$ cat src/oslr_pkg.sv
// shared types and constants of the ordinal scan log likelihood ratio block
`timescale 1ns / 1ps
package oslr_pkg;

  localparam int unsigned CNT_W    = 24;
  localparam int unsigned PROB_W   = 32;
  localparam int unsigned LN_W     = 29;
  localparam int unsigned LLR_W    = 48;
  localparam int unsigned MAG_W    = 64;
  localparam int unsigned LOG_ITER = 28;
  localparam logic [29:0] LN2_Q30  = 30'd744261118;
  localparam logic signed [MAG_W-1:0] LLR_MAX = 64'sd140737488355327;
  localparam logic signed [MAG_W-1:0] LLR_MIN = -64'sd140737488355328;

  localparam logic [1:0] DIR_HIGH = 2'd0;
  localparam logic [1:0] DIR_LOW  = 2'd1;

  typedef struct packed {
    logic [CNT_W-1:0] cases_inside;
    logic [CNT_W-1:0] category_total;
    logic             last_category;
  } in_req_t;

  typedef struct packed {
    logic signed [LLR_W-1:0] llr_value;
    logic                    computed;
    logic                    low_won;
  } out_rsp_t;

  typedef enum logic [4:0] {
    ST_LOAD, ST_CHECK, ST_N_RD, ST_N_LAT, ST_T_DIV, ST_T_DWAIT, ST_T_LWAIT,
    ST_K_RD, ST_K_LAT, ST_I_RD, ST_I_MUL, ST_I_CMP, ST_WR, ST_J_RD, ST_J_LAT,
    ST_J_MUL, ST_DIR_END, ST_ROUND, ST_OUT
  } oslr_state_e;

  typedef enum logic [2:0] {
    LOG_IDLE, LOG_NORM, LOG_SQ, LOG_SUB, LOG_SCALE
  } oslr_log_state_e;

endpackage

$ cat src/oslr_log.sv
// natural log magnitude of a q0.32 value in q.24, log2 by repeated squaring
`timescale 1ns / 1ps
module oslr_log (
  input  logic                     clk_i,
  input  logic                     rst_ni,
  input  logic                     start_i,
  input  logic [31:0]              v_i,
  output logic                     done_o,
  output logic [oslr_pkg::LN_W-1:0] mag_o
);

  oslr_pkg::oslr_log_state_e state_q, state_d;

  logic [31:0]               m_q;
  logic [4:0]                z_q, it_q;
  logic [27:0]               frac_q;
  logic [33:0]               lmag_q;
  logic [oslr_pkg::LN_W-1:0] mag_q;
  logic                      done_q;
  logic [63:0]               sq, prod, prod_rnd;
  logic [32:0]               sq_top;

  always_comb begin
    state_d = state_q;
    case (state_q)
      oslr_pkg::LOG_IDLE:  if (start_i) state_d = oslr_pkg::LOG_NORM;
      oslr_pkg::LOG_NORM:  if (m_q[31]) state_d = oslr_pkg::LOG_SQ;
      oslr_pkg::LOG_SQ:    if (it_q == 5'(oslr_pkg::LOG_ITER - 1)) state_d = oslr_pkg::LOG_SUB;
      oslr_pkg::LOG_SUB:   state_d = oslr_pkg::LOG_SCALE;
      oslr_pkg::LOG_SCALE: state_d = oslr_pkg::LOG_IDLE;
      default:             state_d = oslr_pkg::LOG_IDLE;
    endcase
  end

  always_ff @(posedge clk_i or negedge rst_ni) begin
    if (!rst_ni) begin
      state_q <= oslr_pkg::LOG_IDLE;
    end else begin
      state_q <= state_d;
    end
  end

  always_comb begin
    sq       = 64'(m_q) * 64'(m_q);
    sq_top   = sq[63:31];
    prod     = 64'(lmag_q) * 64'(oslr_pkg::LN2_Q30);
    prod_rnd = prod + (64'd1 << 33);
  end

  always_ff @(posedge clk_i or negedge rst_ni) begin
    if (!rst_ni) begin
      done_q <= 1'b0;
    end else begin
      done_q <= (state_q == oslr_pkg::LOG_SCALE);
    end
  end

  always_ff @(posedge clk_i) begin
    case (state_q)
      oslr_pkg::LOG_IDLE: begin
        if (start_i) begin
          m_q    <= v_i;
          z_q    <= '0;
          it_q   <= '0;
          frac_q <= '0;
        end
      end
      oslr_pkg::LOG_NORM: begin
        // one leading zero per cycle
        if (!m_q[31]) begin
          m_q <= {m_q[30:0], 1'b0};
          z_q <= z_q + 5'd1;
        end
      end
      oslr_pkg::LOG_SQ: begin
        it_q <= it_q + 5'd1;
        if (sq_top[32]) begin
          m_q    <= sq_top[32:1];
          frac_q <= {frac_q[26:0], 1'b1};
        end else begin
          m_q    <= sq_top[31:0];
          frac_q <= {frac_q[26:0], 1'b0};
        end
      end
      oslr_pkg::LOG_SUB: begin
        lmag_q <= ((34'(z_q) + 34'd1) << 28) - 34'(frac_q);
      end
      oslr_pkg::LOG_SCALE: begin
        mag_q <= prod_rnd[34 +: oslr_pkg::LN_W];
      end
      default: begin
        m_q <= m_q;
      end
    endcase
  end

  assign done_o = done_q;
  assign mag_o  = mag_q;

endmodule

$ cat config.mk
export PLATFORM = sky130hd
export DESIGN_NAME = oslr_log
export DESIGN_NICKNAME = d
export VERILOG_FILES = /design/src/oslr_pkg.sv /design/src/oslr_log.sv
export SDC_FILE = /design/constraint.sdc
export NUM_CORES = 2
export LEC_CHECK = 0
export ABC_AREA = 1
export BUFFER_PORTS_ARGS = -buffer_cell sky130_fd_sc_hd__buf_2
export CORE_MARGIN = 10
export CORE_UTILIZATION = 30
export CTS_BUF_LIST = sky130_fd_sc_hd__clkbuf_8
export DETAILED_ROUTE_END_ITERATION = 7
export PLACE_DENSITY = 0.54
export SETUP_SLACK_MARGIN = 0.1
export SYNTH_ARGS = -nofsm -noshare
export SYNTH_HDL_FRONTEND = slang
export SYNTH_SLANG_ARGS = --single-unit
export TNS_END_PERCENT = 1
$ cat constraint.sdc
create_clock -name clk_i -period 9.3 [get_ports clk_i]
set_input_delay 2.325 -clock clk_i [delete_from_list [all_inputs] [get_ports clk_i]]
set_output_delay 2.325 -clock clk_i [all_outputs]
set_load 0.02 [all_outputs]
* Yosys cells after proc, flatten, opt, wreduce, memory -nomap -nowiden *
Cells that the tools add are included.

word-level totals
  bits in registers = 137
  input port bits = 35
  output and inout port bits = 30
  word-level logic and storage cells = 49

operators by class
  $add $sub $neg = 5
  $mul = 2
  equal/unequal tests = 9
  mux-type cells = 15
  reductions and logical operators = 9

operators by type and width
  cell                    count
  $mux 32                 3
  $pmux 32 s3             1
  $mul 32x32->64          1
  $add 63x34->63 const B  1
  $mul 34x29->62 const B  1
  $pmux 28 s2             1
  $sub 34x28->34          1
  $mux 28                 1
  $pmux 5 s2              2
  $pmux 3 s4              1
  $add 5x1->5 const B     2
  $mux 5                  2
  $mux 3                  3
  $reduce_and 3->1        3
  $ne 2x2->1 const B      4
  $add 5x1->6 const B     1
  $eq 3x2->1 const B      2
  $eq 5x5->1 const B      1
  $reduce_and 2->1        2
  $reduce_bool 2->1       2
  $eq 3x1->1 const B      1
  $eq 3x3->1 const B      1
  $logic_not 3->1         1
  $reduce_bool 3->1       1
  $mux 1                  1

* Logic depth before layout (Yosys ltp) *
  word-level depth = 3
  mapped depth = 37
  depth with buffers taken out = 37

* Worst setup path before layout *
Ideal clock, no wire load.

  kind = reg-to-reg
  start point = register lmag_q[30]
  end point = register mag_q, in the netlist mag_o[15], data pin
  library setup time = 0.258 ns
  arrival time = 6.860 ns
  required time = 9.042 ns
  setup slack = 2.183 ns
  stages on the path, launching flop included = 33
  path buffers = 0
  period minus slack after synthesis = 7.117 ns
  cell sequence = edfxtp_1 > inv_1 > fa_1 > fa_1 > inv_1 > fa_1 > inv_1 > fa_1 > inv_1 > fa_1 > fa_1 > fa_1 > inv_1 > fa_1 > inv_1 > ha_1 > nand2_2 > nor2_2 > inv_2 > nor2_4 > nand2_1 > inv_1 > nand2_1 > nand2_1 > nand2_1 > nand2_2 > ha_1 > nand2_1 > nor2_4 > nand2_4 > nor2_4 > nand2_2 > xnor2_1

between the ends
  longest elaborated chain between the ends = 2

RTL lines
  what                    RTL line        text
  start, declared         oslr_log.sv:17  logic [33:0] lmag_q;
  start signal, assigned  oslr_log.sv:86  lmag_q <= ((34'(z_q) + 34'd1) << 28) - 34'(frac_q);
  $mul 34x29->62          oslr_log.sv:46  prod = 64'(lmag_q) * 64'(oslr_pkg::LN2_Q30);
  $add 63x34->63          oslr_log.sv:47  prod_rnd = prod + (64'd1 << 33);
  named net prod_rnd[49]  oslr_log.sv:20  logic [63:0] sq, prod, prod_rnd;
  end signal, assigned    oslr_log.sv:89  mag_q <= prod_rnd[34 +: oslr_pkg::LN_W];
  end, declared           oslr_log.sv:18  logic [oslr_pkg::LN_W-1:0] mag_q;

The timed path passes the listed nets, and every way through them passes these cells.
A chain may end at the register's enable or synchronous reset.

* Worst setup path after layout *
  start point = register m_q[4]
  end point = register m_q[17], data pin

between the ends
  longest elaborated chain between the ends = 3

RTL lines
  what                    RTL line        text
  start, declared         oslr_log.sv:14  logic [31:0] m_q;
  start signal, assigned  oslr_log.sv:62  m_q <= v_i;
  start signal, assigned  oslr_log.sv:71  m_q <= {m_q[30:0], 1'b0};
  start signal, assigned  oslr_log.sv:78  m_q <= sq_top[32:1];
  $mul 32x32->64          oslr_log.sv:44  sq = 64'(m_q) * 64'(m_q);
  $mux 32                 oslr_log.sv:77  if (sq_top[32]) begin
  $pmux 32 s3             oslr_log.sv:59  case (state_q)

No other way between the ends.

==> impl_metrics.toml <==
[sta]
rsz0062_at_grt = "no"
max_clock_freq_mhz = 117
layout_setup_ws_ns = 0.784
drv_slew = 0
worst_pin_slew_ns = 1.31
setup_tns_ns = 0
layout_min_cycle_time_ns = 8.52
relSlewSlack_pct = 12.7
fin_crit_sh_pct = 91.6
setup_viol_count_final = 0
skew_ns = 0.0588
hold_viol = 0

[floorplanning]
std_cell_rows = 159
dieArea_mm2 = 0.207
die_w_um = 455
die_h_um = 455
ios = 65
start_util_pct = 30.2
core_area_mm2 = 0.188

[synth]
yosysTopAreaCell = "fa_1"
synth_cell_types = 48
yosysTopAreaCellShare_pct = 41.6
netlist_instances = 7006
yosys_warnings = 0
synthArstFlopShare_pct = 2.92
synth-seq-cells = 137
synth_area_mm2 = 0.0567
synth_edf_count = 133
dominantRegCellSynth = "edfxtp_1"
syn_area_per_cell_um2 = 8.09
ys_seq_area_share_pct = 7.22
synth_area_leaders = "fa_1, inv_1, ha_1, nand2_1, edfxtp_1"
synth_nets = 8857

[placed_design]
gp_congestion = 0.923
pre_cts_ws_ns = 0.871
hpwl_um = 145000
port_buffers = 64
place_inst = 9524

[routing]
dr_wl_met3_um = 7090
wl_per_cell_um = 17.1
top_layer = "met5"
wl_met2_um = 80100
drt-pass1-iter-count = 5
num_vias = 42368
drc_errors = 0
routed_wl_um = 164000
ant_nets = 0
drt_iter0_markers = 2332
vias_per_cell = 4.43
m1WireLength_um = 72000

[critical_path]
worstSetupPathType = "reg2reg"
worstRegToRegCells = 28
startpoint_type = "register"
cpMaxStageDelayCell = "edfxtp_1"
critPathMaxFanout = 32
critPathMaxStageDelay_ns = 1.23
critPathRequiredTime_ns = 9.65
arrival_ns = 8.87
cp-end-kind = "register"

[clocking]
clock_latency_ns = 0.64
cts_tree = "built"
cts_resized = 0
cts_hold_buf = 0
cts_setup_buffers = 0
ctsLongestPathBuffers = 2
cts_num_sinks = 137
clk_pin_slew_ns = 0.09
cts_buffers = 17
htreeDepth = 4
ctsRootBufferMaster = "clkbuf_8"

[finish]
area_growth_syn_to_layout_pct = 7.08
stdcell_count = 9558
utilization_pct = 32.3
drive_gt1_share_pct = 4.33
layout.nets = 8899

[flow_run]
drv_cap = 0

[run_status]
status = "completed"

[global_route]
antenna_found_initial = 6
grt_pass1_vias = 46660
grt_pass1_wl_um = 261000
grt_util_all_layers_pct = 16.2
grt.overflow.total = 0
grt_max_degree = 37

[hold_path]
whs_path_depth = 1
worstHoldPathType = "reg2reg"
==> layout by cell type (no fill, tap or decap), types with 6 or more instances in the layout <==
cell      instances
a21oi_1         115
buf_4            78
inv_1          2308
nor3_1           29
inv_2            17
edfxtp_1        133
nor2_2           28
and2_1            7
nor2_1          321
clkbuf_8         18
fa_1           1179
xor2_1           80
nand2_1        1508
nand3b_1         15
nand4_1          33
a31oi_1          16
inv_6             6
nand3_1         160
buf_2            64
a31o_2            6
nand2_2          39
nor2_4           13
ha_1            637
a21o_1            9
xnor2_1          34
o21ai_0          97
or2_2             6
o21bai_1         37
nor3_2           10
==> cell families (layout without fill, tap and decap cells) <==
group / after synthesis / after routing / share of synthesized area [%]
DFF: 137 / 137 / 7.22
buffers and inverters: 2447 / 2502 / 16.3
adders and majority gates: 1816 / 1816 / 55.7
and+or+nand+nor: 2189 / 2189 / 16.0
other: 0 / 2 / 0
xor gates and xnor gates: 114 / 114 / 1.76
AOI/OAI and AO/OA: 303 / 303 / 3.05
==> cells in the mapped netlist, drive strengths merged, types with 2 or more instances <==
library cell / n
a21boi: 5
a21o: 9
a21oi: 116
a31o: 6
a31oi: 16
and2: 7
and3: 3
buf: 18
clkbuf: 103
clkinv: 2
dfrtp: 4
edfxtp: 133
fa: 1179
ha: 637
inv: 2324
nand2: 1551
nand3: 162
nand3b: 15
nand4: 33
nor2: 362
nor3: 41
nor4: 6
o2111ai: 3
o211ai: 4
o21a: 5
o21ai: 100
o21bai: 37
or2: 8
xnor2: 34
xor2: 80
==> metal layers <==
metal  GRT usage [%]  vias up
met3            1.95      206
met5               0        -
met4            4.25        2
met2            28.5      969
li1                -    20182
met1            21.1    21009
==> state kept, by name (all words and copies together) (netlist names) <==
register,count
lmag_q,34
it_q,5
mag_o,29
frac_q,28
z_q,5
m_q,32
done_o,1
state_q,3
==> worst max-delay path, delay by kind of cell, from the launching register on <==
kind	cells	cell delay, ns
flops	1	1.23
buf+inv	4	0.21
compound gates	4	0.71
fa+ha+maj	9	4.10
xor+xnor	1	0.25
simple gates	10	1.75
==> cell type report <==
| type | count | area [µm²] |
|---|---|---|
| Antenna cell | 2 | 5.00 |
| Clock buffer | 18 | 248 |
| Clock inverter | 14 | 158 |
| Fill cell | 20136 | 127000 |
| Inverter | 2326 | 8730 |
| Multi-Input combinational cell | 4422 | 43400 |
| Sequential cell | 137 | 4090 |
| Tap cell | 2495 | 3120 |
| Timing Repair Buffer | 144 | 946 |
==> worst paths after layout <==
path	from	endpoint	slack, ns
min in group asynchronous	rst_ni	done_o	1.53
max in group asynchronous	rst_ni	state_q[0]	7.58
setup reg to reg	m_q[4]	m_q[17]	0.78
hold / removal	state_q[2]	state_q[2]	0.57
hold reg to reg	state_q[2]	state_q[2]	0.57
setup / recovery	m_q[4]	m_q[17]	0.78
==> per-stage QoR <==
step / instance area (µm²) / hold slack [ns]
detailed placement: 60300 / 0.544
global route: 60700 / 0.604
floorplan: 56700 / 0.472
finish: 60700 / 0.568
global placement: 60300 / 0.536
CTS: 60700 / 0.567
Power is left out: the tool's default activity adds up to more than one toggle a clock period on the data nets, which glitch-free logic cannot reach.
