$ cat config.mk
export PLATFORM = sky130hd
export DESIGN_NAME = oslr_div
export DESIGN_NICKNAME = d
export VERILOG_FILES = /design/src/oslr_div.sv
export SDC_FILE = /design/constraint.sdc
export NUM_CORES = 1
export LEC_CHECK = 0
export ABC_AREA = 1
export BUFFER_PORTS_ARGS = -buffer_cell sky130_fd_sc_hd__buf_4
export CAP_MARGIN = 0
export CORE_ASPECT_RATIO = 0.8
export CORE_MARGIN = 5
export CORE_UTILIZATION = 35
export CTS_BUF_LIST = sky130_fd_sc_hd__clkbuf_4 sky130_fd_sc_hd__clkbuf_8
export DETAILED_ROUTE_END_ITERATION = 6
export GPL_ROUTABILITY_DRIVEN = 0
export PLACE_DENSITY_LB_ADDON = 0.25
export SLEW_MARGIN = 20
export SYNTH_ARGS = -nofsm -noshare
export SYNTH_HDL_FRONTEND = slang
export SYNTH_SLANG_ARGS = --single-unit
export TNS_END_PERCENT = 5
$ cat constraint.sdc
create_clock -name clk_i -period 4.8 [get_ports clk_i]
set_input_delay 0.24 -clock clk_i [delete_from_list [all_inputs] [get_ports clk_i]]
set_output_delay 0.24 -clock clk_i [all_outputs]
set_load 0.01 [all_outputs]
$ cat src/oslr_div.sv
// restoring divider giving a saturated q0.32 fraction num/den, one bit per cycle
`timescale 1ns / 1ps
module oslr_div #(
  parameter int unsigned W = 58
) (
  input  logic         clk_i,
  input  logic         rst_ni,
  input  logic         start_i,
  input  logic [W-1:0] num_i,
  input  logic [W-1:0] den_i,
  output logic         done_o,
  output logic [31:0]  quo_o
);

  logic         busy_q, done_q;
  logic [4:0]   cnt_q;
  logic [W-1:0] rem_q, den_q, rem_nx;
  logic [31:0]  quo_q, quo_sh;
  logic [W:0]   rem_sh, rem_sub;
  logic         ge;

  always_comb begin
    rem_sh  = {rem_q, 1'b0};
    rem_sub = rem_sh - {1'b0, den_q};
    ge      = rem_sh >= {1'b0, den_q};
    rem_nx  = ge ? rem_sub[W-1:0] : rem_sh[W-1:0];
    quo_sh  = {quo_q[30:0], ge};
  end

  always_ff @(posedge clk_i or negedge rst_ni) begin
    if (!rst_ni) begin
      busy_q <= 1'b0;
      done_q <= 1'b0;
      cnt_q  <= '0;
      rem_q  <= '0;
      den_q  <= '0;
      quo_q  <= '0;
    end else begin
      done_q <= 1'b0;
      if (start_i) begin
        rem_q <= num_i;
        den_q <= den_i;
        cnt_q <= '0;
        if (num_i == '0 || den_i == '0) begin
          quo_q  <= '0;
          done_q <= 1'b1;
        end else if (num_i >= den_i) begin
          quo_q  <= '1;
          done_q <= 1'b1;
        end else begin
          quo_q  <= '0;
          busy_q <= 1'b1;
        end
      end else if (busy_q) begin
        rem_q <= rem_nx;
        cnt_q <= cnt_q + 5'd1;
        if (cnt_q == 5'd31) begin
          busy_q <= 1'b0;
          done_q <= 1'b1;
          // a nonzero fraction below one ulp still reads as one ulp
          quo_q  <= (quo_sh == '0) ? 32'd1 : quo_sh;
        end else begin
          quo_q <= quo_sh;
        end
      end
    end
  end

  assign done_o = done_q;
  assign quo_o  = quo_q;

endmodule

* Yosys cells after proc, flatten, opt, wreduce, memory -nomap -nowiden
Cells that the tools add are included.
** Word-level totals
- Register bits :: 155
- Output and inout port bits :: 33
- Logic and storage cells :: 40
** Cells by class
- Add/sub/neg operators :: 2
- $lt $le $gt $ge :: 2
- Equality and inequality tests :: 3
- Muxes and demuxes :: 21
- Reductions and logical operators :: 6
** Operators by type and width (count)
- 2-to-1 mux 32 bit :: 6
- 2-to-1 mux 58 bit :: 3
- logical NOT 58 bit :: 2
- >= comparator 59 x 58 -> 1 bit :: 1
- >= comparator 58 bit :: 1
- subtractor 58 bit :: 1
- logical NOT 32 bit :: 1
- 2-to-1 mux 1 bit :: 10
- 2-to-1 mux 5 bit :: 2
- adder 5 x 1 -> 5 bit, second input constant :: 1
- == test 5 bit, second input constant :: 1
- != test 2 bit, second input constant :: 2
- AND reduction 2 bit :: 1
- nonzero test 2 bit :: 1
- logical OR 1 bit :: 1

* Depth between registers and ports, before layout
Gate-level depths: netlist (run 1).
- Word-level depth :: 6
- Mapped depth :: 20
- Depth with buffers taken out :: 18

* Least setup slack after synthesis (run 1)
OpenSTA, ideal clock, no wires.
- Path type :: register to register
- Start point :: register rem_q[9]
- End point :: register rem_q[45]
- Setup time :: 0.121 ns
- Arrival :: 1.999 ns
- Setup slack :: 2.680 ns
- Cell stages (with the launch flop) :: 18
- Buffers on the path :: 2
- Cell sequence :: dfrtp_1 -> ha_1 -> nand2_1 -> inv_1 -> nand2_1 -> nand2_1 -> a21oi_2 -> nand2_1 -> nand2_1 -> nand2_2 -> nand2_1 -> nand3_2 -> buf_6 -> buf_6 -> nor2_1 -> nor2_1 -> nand2_1 -> nand2_1
** Between the ends
- Cells in the longest elaborated chain, start to end :: 4
- Elaborated cells on any way between the ends :: 5
- Classes of those cells :: add/sub (1); order compare (1); mux (3)
** RTL lines
- start, declared :: line 17 : logic [W-1:0] rem_q, den_q, rem_nx;
- start signal, assigned :: line 41 : rem_q <= num_i;
- start signal, assigned :: line 55 : rem_q <= rem_nx;
- subtractor 58 bit or >= comparator 59 x 58 -> 1 bit (tied branches) :: line 24, 25
- 2-to-1 mux 58 bit * :: line 26 : rem_nx = ge ? rem_sub[W-1:0] : rem_sh[W-1:0];
- 2-to-1 mux 58 bit * :: line 54 : end else if (busy_q) begin
- 2-to-1 mux 58 bit * :: line 40 : if (start_i) begin
Mark *: on every way between the ends. The rest lies on a longest branch, timed or not. The select of a mux whose other input is x is not followed.
A chain may end at the register's enable or synchronous reset.

* Final worst setup path (run 1)
- Start point :: register rem_q[8]
- End point :: register rem_q[36]
The elaborated chain is that of the path after synthesis.

==> key figures, run 1 <==
Outcome
  – Status: complete, no violations

Detailed routing
  – Top layer reached by signal wires: met4
  – Starting DRT DRC Count: 1,567
  – Total wire length: 50.35 mm
  – Via count: 15,530
  – DRC: 0
  – Drt first pass iters: 6
  – Routed wl met3: 3.668 mm
  – Final ANT Viol Nets: 0
  – Drt via density: 5.051
  – DR WL/cell: 16.38 um
  – Wire length on met2: 21.74 mm
  – Met1 Wirelength: 23.77 mm

Clock network
  – # hold bufs at CTS: 116
  – Clk_lat worst skew: 520 ps
  – Clk buf depth: 2
  – Clk sinks: 155
  – Worst-path clk slew: 110 ps
  – Clk root buf: clkbuf_8
  – H-Tree Level Count: 4
  – CTS buffer count: 17
  – TritonCTS clock tree: yes
  – Postcts setup bufs: 0
  – Post_cts resized: 0

STA
  – Layout Skew: 18.08 ps
  – Actual slew at the worst max-slew pin: 1013 ps
  – Tcrit/Tclk final: 67.21%
  – Worst slew margin: 32.42%
  – Setup Viol. Count Final: 0
  – Final slew viol count: 0
  – Setup TNS: 0 ps
  – Period minus WS final: 3226 ps
  – Final Hold Vio Count: 0
  – Unrepaired setup endpoints after global routing: no
  – Fmax: 310.0 MHz

Synthesis
  – Ys async rst share: 100.0%
  – Synth Register Bits: 155
  – Post-synth top cells: 743 x nand2_1, 382 x inv_1, 251 x nor2_1
  – Ys flop type: dfrtp_1
  – Largest cells by area after synthesis: dfrtp_1 28%, nand2_1 20%, ha_1 10%
  – Most frequent cell after synthesis: nand2_1
  – Synth unique cells: 36
  – Syn Nets: 2,521
  – Seq/Total Area, Yosys: 27.55%
  – Synth Warn #: 0
  – Post-synth top area share: 27.55%
  – Synth area leader: dfrtp_1
  – Synth Cell Area: 14,080 sq um
  – Mean Syn Cell Area: 6.166 sq um
  – Cells after Synth: 2,283
  – EDFF count, synth: 0

Critical path
  – WS Path Type: register to register
  – Worst Path Required: 5210 ps
  – FF-to-FF Start: rem_q[8]$_DFFE_PN0P_
  – Critical Path Fanout Max: 64
  – WP data arrival: 3630 ps
  – Flop2flop setup slack: 1570 ps
  – Startpoint Class: register
  – End of the worst register-to-register path: rem_q[36]$_DFFE_PN0P_
  – Crit path capture type: register
  – Reg2Reg Depth: 16

Hold path
  – Hold_sp: num_i[57]
  – WHS Path Cells: 3
  – Worst hold-check path type: input pin to register
  – WHS Endpoint: rem_q[57]$_DFFE_PN0P_

Pwr
  – Sw Share: 52.90%
  – Register share of total power: 23.8%
  – P_leak: 9.383 nW
  – VDD IR max: 0.2343 mV
  – Clock share of power: 13.5%
  – Switch Pwr: 4.214 mW
  – Int Power: 3.752 mW
  – Gate power share: 62.6%
  – Cell area power density: 459.8 nW/um^2

Floorplan
  – DIE AREA: 44,360 sq um
  – Core Area: 39,610 sq um
  – Ports: 152
  – Row count: 65
  – Die height: 189.4 um
  – Initial Utilization: 35.54%
  – Die width: 234.2 um

Finish
  – Layout area overhead: 23.06%
  – Final net count: 2,763
  – Ant diodes: 0
  – Final Cell Area: 17,320 sq um
  – Share of layout cells above drive strength 1: 8.589%

Global route
  – Vias in the first global route: 15,260
  – Total global-route track usage: 22.77%
  – GRT overflow: 0
  – First-pass GRT wire length: 80.94 mm
  – Largest net degree at the start of global routing: 91
  – Antenna violations before repair: 0

Flow run
  – Max-cap violation count: 0

Place
  – Count of buffers from port buffering: 151
  – HPWL after DPL: 40.46 mm
  – Dpl cell area: 15,730 sq um
==> cell type report <==
type | count | area [sq um]
fill | 4275 | 22280
multi-input combinational | 1684 | 8486
timing repair buffer | 278 | 2394
clock inverter | 15 | 201.4
sequential | 155 | 3879
tap | 536 | 670.6
clock buffer | 17 | 234.0
inverter | 389 | 1460
==> per-stage QoR <==
stage	setup slack [ps]	total power, mW	std cells	util, %	hold slack [ps]
final	1574	7.966	3074	43.74	43.44
after global routing	1306	8.694	3074	43.74	23.10
after CTS	1643	7.921	3074	43.74	10.19
after detailed placement	1659	6.726	2926	39.71	248.5
after global placement	1675	6.678	2926	39.71	253.0
after floorplan	2680	5.334	2283	-	-55.59
==> kinds of logic (layout without fill, tap and decap cells) <==
| logic type | Yosys count | in the layout | synth area share (%) |
|---|---|---|---|
| compound gates | 274 | 274 | 10.81 |
| flops | 155 | 155 | 27.55 |
| buf+inv | 444 | 699 | 12.28 |
| xor+xnor | 28 | 28 | 1.742 |
| simple gates | 1263 | 1263 | 36.98 |
| fa+ha+maj | 119 | 119 | 10.63 |
==> per-layer routing <==
layer / vias up / GRT usage (%)
li1: 7678 / -
met1: 7234 / 32.59
met2: 529 / 35.12
met3: 87 / 4.438
met4: 0 / 6.119
met5: - / 0
==> cell usage in the layout (no fill, tap or decap), types with 39 or more instances in the layout <==
cell type / n
a21oi_1: 115
a22oi_1: 39
buf_4: 160
dfrtp_1: 155
dlygate4sd3_1: 116
ha_1: 118
inv_1: 381
nand2_1: 743
nand3_1: 164
nand4_1: 44
nor2_1: 248
o21ai_0: 94
==> flip-flops by register name, indices dropped and copies added (netlist names) <==
name,flops
rem_q,58
busy_q,1
done_o,1
cnt_q,5
den_q,58
quo_o,32
==> worst max-delay path, stage by stage, from the launching register on <==
cell,delay [ps]
dfrtp_1,430
ha_1,360
nand2_1,180
inv_1,60
nand2_1,70
nand2_1,100
a21oi_2,140
nand2_1,160
nand2_1,120
nand2_2,110
nand2_1,90
nand3_2,490
buf_12,400
nor2_1,150
nor2_1,50
nand2_1,70
nand2_1,40
==> worst max-delay path by stage <==
stage                     startpoint                     to  depth (start not counted)  slack (ps)
3_5_place_dp   rem_q[33]$_DFFE_PN0P_  rem_q[57]$_DFFE_PN0P_                         14        1660
2_1_floorplan   rem_q[9]$_DFFE_PN0P_  rem_q[45]$_DFFE_PN0P_                         17        2680
4_1_cts        rem_q[25]$_DFFE_PN0P_  rem_q[42]$_DFFE_PN0P_                         16        1640
3_3_place_gp   rem_q[41]$_DFFE_PN0P_  rem_q[45]$_DFFE_PN0P_                         14        1680
6_report        rem_q[8]$_DFFE_PN0P_  rem_q[36]$_DFFE_PN0P_                         16        1570
5_1_grt        rem_q[33]$_DFFE_PN0P_  rem_q[40]$_DFFE_PN0P_                         14        1310
==> power by group through the flow <==
stage / combinational [mW] / clock (mW) / sequential, mW
2_1_floorplan: 3.46 / 0 / 1.87
3_3_place_gp: 4.77 / 0 / 1.91
3_5_place_dp: 4.81 / 0 / 1.91
4_1_cts: 4.92 / 1.11 / 1.89
5_1_grt: 5.59 / 1.16 / 1.94
6_report: 4.99 / 1.08 / 1.90
Note: power is estimated with default switching activity, not from simulation.
==> inputs of run 2 (changes only) <==
Settings changed: ABC_AREA 1 to 0.
Clock period 4.8 ns to 2.82 ns, I/O delays scaled along.
==> run 2 against run 1 <==
Compared with the run above:
- the flow now finishes with violations (negative setup slack)
- non-clock buffer count grew 272
- die area shrank 12%
- global-route usage up 0.74 points
- core utilization up 9.7 points
- clock-buffer cell count unchanged
- cell area grew 7.2%
- combinational power grew to 2.5 times the previous value
- hold slack worse by 22 ps
- critical endpoint is now rem_q[52]$_DFFE_PN0P_
- largest power group unchanged
==> key figures, run 2 <==
Detailed routing
  – DR WL/cell: 19.07 um (+16%)
  – Starting DRT DRC Count: 1,030 (-34%)
  – Via count: 13,510 (-13%)
  – Drt via density: 5.414 (+7.2%)
  – DRC: 0 (unchanged)
  – Total wire length: 47.57 mm (-5.5%)
  – Drt first pass iters: 5 (-1)
  – Final ANT Viol Nets: 0 (unchanged)

Finish
  – Layout area overhead: 50.79%
  – Final Cell Area: 18,570 sq um (+7.2%)
  – Final net count: 2,247 (-19%)
  – Share of layout cells above drive strength 1: 32.34% (+24 points)
  – Commonest non-fill, non-tap cell in the layout: buf_4
  – # fillers: 3,150 (-26%)
  – Commonest non-fill, non-tap cells in the layout: 427 x buf_4, 168 x nand2_1, 153 x dfrtp_1

STA
  – Actual slew at the worst max-slew pin: 878.0 ps (-134.5 ps)
  – Final Hold Vio Count: 0 (unchanged)
  – Fmax: 326.6 MHz (+5.4%)
  – Setup Viol. Count Final: 57 (+57)
  – Tcrit/Tclk final: 108.6% (+41 points)
  – Worst slew margin: 41.25% (+8.8 points)
  – Unrepaired setup endpoints after global routing: yes
  – PnR worst setup slack: -241.7 ps (-1816 ps)
  – Layout Skew: 29.26 ps (+11.19 ps)
  – Final slew viol count: 0 (unchanged)
  – Period minus WS final: 3062 ps (-164.5 ps)

Global route
  – Antenna violations before repair: 0 (unchanged)
  – First-pass GRT wire length: 72.69 mm (-10%)
  – Largest net degree at the start of global routing: 125 (+37%)
  – Total global-route track usage: 23.51% (+0.74 points)
  – Vias in the first global route: 13,350 (-12%)
  – GRT overflow: 0 (unchanged)

Flow run
  – Max-cap violation count: 0 (unchanged)

Synthesis
  – Synth Register Bits: 155 (unchanged)
  – EDFF count, synth: 0 (unchanged)
  – Synth unique cells: 66 (+83%)
  – Synth Cell Area: 12,320 sq um (-12%)
  – Synth Warn #: 0 (unchanged)
  – Seq/Total Area, Yosys: 31.49% (+3.9 points)
  – Mean Syn Cell Area: 8.120 sq um (+32%)
  – Most frequent cell after synthesis: nand2_1
  – Post-synth top cells: 171 x nand2_1, 155 x dfrtp_1, 137 x o21ai_0
  – Ys async rst share: 100.0% (unchanged)
  – Ys flop type: dfrtp_1
  – Synth area leader: dfrtp_1
  – Largest cells by area after synthesis: dfrtp_1 31%, ha_1 12%, o21ai_0 5.6%
  – Syn Nets: 1,755 (-30%)
  – Post-synth top area share: 31.49% (+3.9 points)
  – Cells after Synth: 1,517 (-34%)

Hold path
  – Worst hold-check path type: input pin to register

Outcome
  – Status: finished, violations left
  – Failing checks: negative setup slack

Critical path
  – Worst Path Required: 3160 ps (-2050 ps)
  – CP peak stage delay: 430 ps (-60 ps)
  – Slowest stage cell on the critical path: dfrtp_1
  – CP Cell Sequence: ha_1 -> buf_4 -> nand3_1 -> nor2_1 -> o41ai_2 -> buf_4 -> o21ai_1 -> a21o_1 -> a21oi_2 -> o211ai_1 -> a41oi_2 -> xor2_1 -> o221ai_2
  – WS Path Type: register to register
  – WP data arrival: 3410 ps (-220 ps)
  – Startpoint Class: register
  – Critical Path Fanout Max: 3 (-95%)
  – Crit-path most repeated cell: buf_4
  – Crit path capture type: register

Place
  – HPWL after DPL: 34.48 mm (-15%)
  – Count of buffers from port buffering: 151 (unchanged)
  – Worst slack at placement: -376.0 ps (-2035 ps)
  – Dpl cell area: 15,950 sq um (+1.4%)

Floorplan
  – Ports: 152 (unchanged)
  – Initial Utilization: 35.47% (-0.071 points)
  – Die height: 177.8 um (-6.1%)
  – DIE AREA: 39,070 sq um (-12%)
  – Core Area: 34,730 sq um (-12%)
  – Row count: 61 (-6.2%)
  – Die width: 219.7 um (-6.2%)

Clock network
  – H-Tree Level Count: 4 (unchanged)
  – Clk buf depth: 2 (unchanged)
  – CTS buffer count: 17 (unchanged)
  – Clk sinks: 155 (unchanged)
  – Clk_lat worst skew: 500 ps (-20 ps)
  – Clk root buf: clkbuf_8
  – Worst-path clk slew: 110 ps (about the same)
  – TritonCTS clock tree: yes

Pwr
  – VDD IR max: 0.5378 mV (+130%)
  – Cell area power density: 958.2 nW/um^2 (+110%)
  – P_leak: 8.943 nW (-4.7%)
run 2: through the flow:
| step | TNS [ps] | util (%) | std cells | total power [mW] | hold slack, ps |
|---|---|---|---|---|---|
| finish | -7186 | 53.49 | 2495 | 17.80 | 21.31 |
| global route | -15610 | 53.48 | 2494 | 19.00 | 10.84 |
| detailed placement | -20630 | 45.93 | 2346 | 13.80 | 134.1 |
| floorplan | 0 | - | 1517 | 9.234 | -154.6 |
| global placement | -18660 | 45.93 | 2346 | 13.71 | 133.3 |
| CTS | -8671 | 51.28 | 2486 | 16.49 | 3.415 |
run 2: what timing repair did:
action	4_1_cts	5_1_grt
endpoints found under the setup margin	59	91
setup buffers	5	9
cloned	2	2
endpoints found under the hold margin	148	0
hold buffers	101	0
gates resized for setup	52	144
pin swaps	16	69
run 2: layout make-up:
class / instances / area, sq um / area share (%)
Multi-Input combinational cell: 1153 / 8601 / 46.31
Timing Repair Buffer: 550 / 4576 / 24.63
Sequential cell: 155 / 3884 / 20.91
Tap cell: 472 / 590.6 / 3.180
Inverter: 132 / 495.5 / 2.668
Clock buffer: 17 / 234.0 / 1.260
Clock inverter: 15 / 191.4 / 1.031
Antenna cell: 1 / 2.502 / 0.01347
run 2: path summary, 6_finish.rpt:
path | startpoint | to | slack [ps] | depth (start not counted)
max | rem_q[33]$_DFFE_PN0P_ | rem_q[52]$_DFFE_PN0P_ | -240 | 13
min | den_i[31] | den_q[31]$_DFFE_PN0P_ | 20 | 4
max reg2reg | rem_q[33]$_DFFE_PN0P_ | rem_q[52]$_DFFE_PN0P_ | -240 | 13
min reg2reg | den_q[49]$_DFFE_PN0P_ | den_q[49]$_DFFE_PN0P_ | 540 | 2
max in group asynchronous | rst_ni | den_q[29]$_DFFE_PN0P_ | 1730 | 3
min in group asynchronous | rst_ni | quo_o[10]$_DFFE_PN0P_ | 160 | 2
run 2: cells by family (layout without fill, tap and decap cells):
logic type,Yosys count,after routing,synth area share (%)
simple gates,481,481,18.30
compound gates,458,458,24.21
buf+inv,209,714,6.694
flops,155,155,31.49
fa+ha+maj,119,119,12.15
xor+xnor,56,56,3.982
mux,39,39,3.179
other cells,0,1,0
run 2: worst max-delay path, delay by kind of cell (launching register included):
kind / cells / cell delay, ps
AND/OR/NAND/NOR: 2 / 180
flip-flops: 1 / 430
adder cells (fa/ha/maj): 1 / 350
AO/OA/AOI/OAI: 7 / 1360
buffers and inverters: 2 / 340
XOR/XNOR: 1 / 250
run 2: power breakdown:
part           switching, mW  internal [mW]  leakage, nW  total (mW)
registers              0.550           2.79         1.89        3.34
logic                   6.13           6.46         6.84        12.6
clock network           1.10          0.762        0.211        1.86
run 2: layer usage:
layer  GRT usage [%]  wire length [um]  up-vias  share of wire [%]
met4           9.306              1739        0                3.7
li1                -                 -     6439                  -
met1           31.61             20950     6551                 44
met5               0                 0        -                  0
met3           4.128              2620       84                5.5
met2           37.71             22260      434                 47
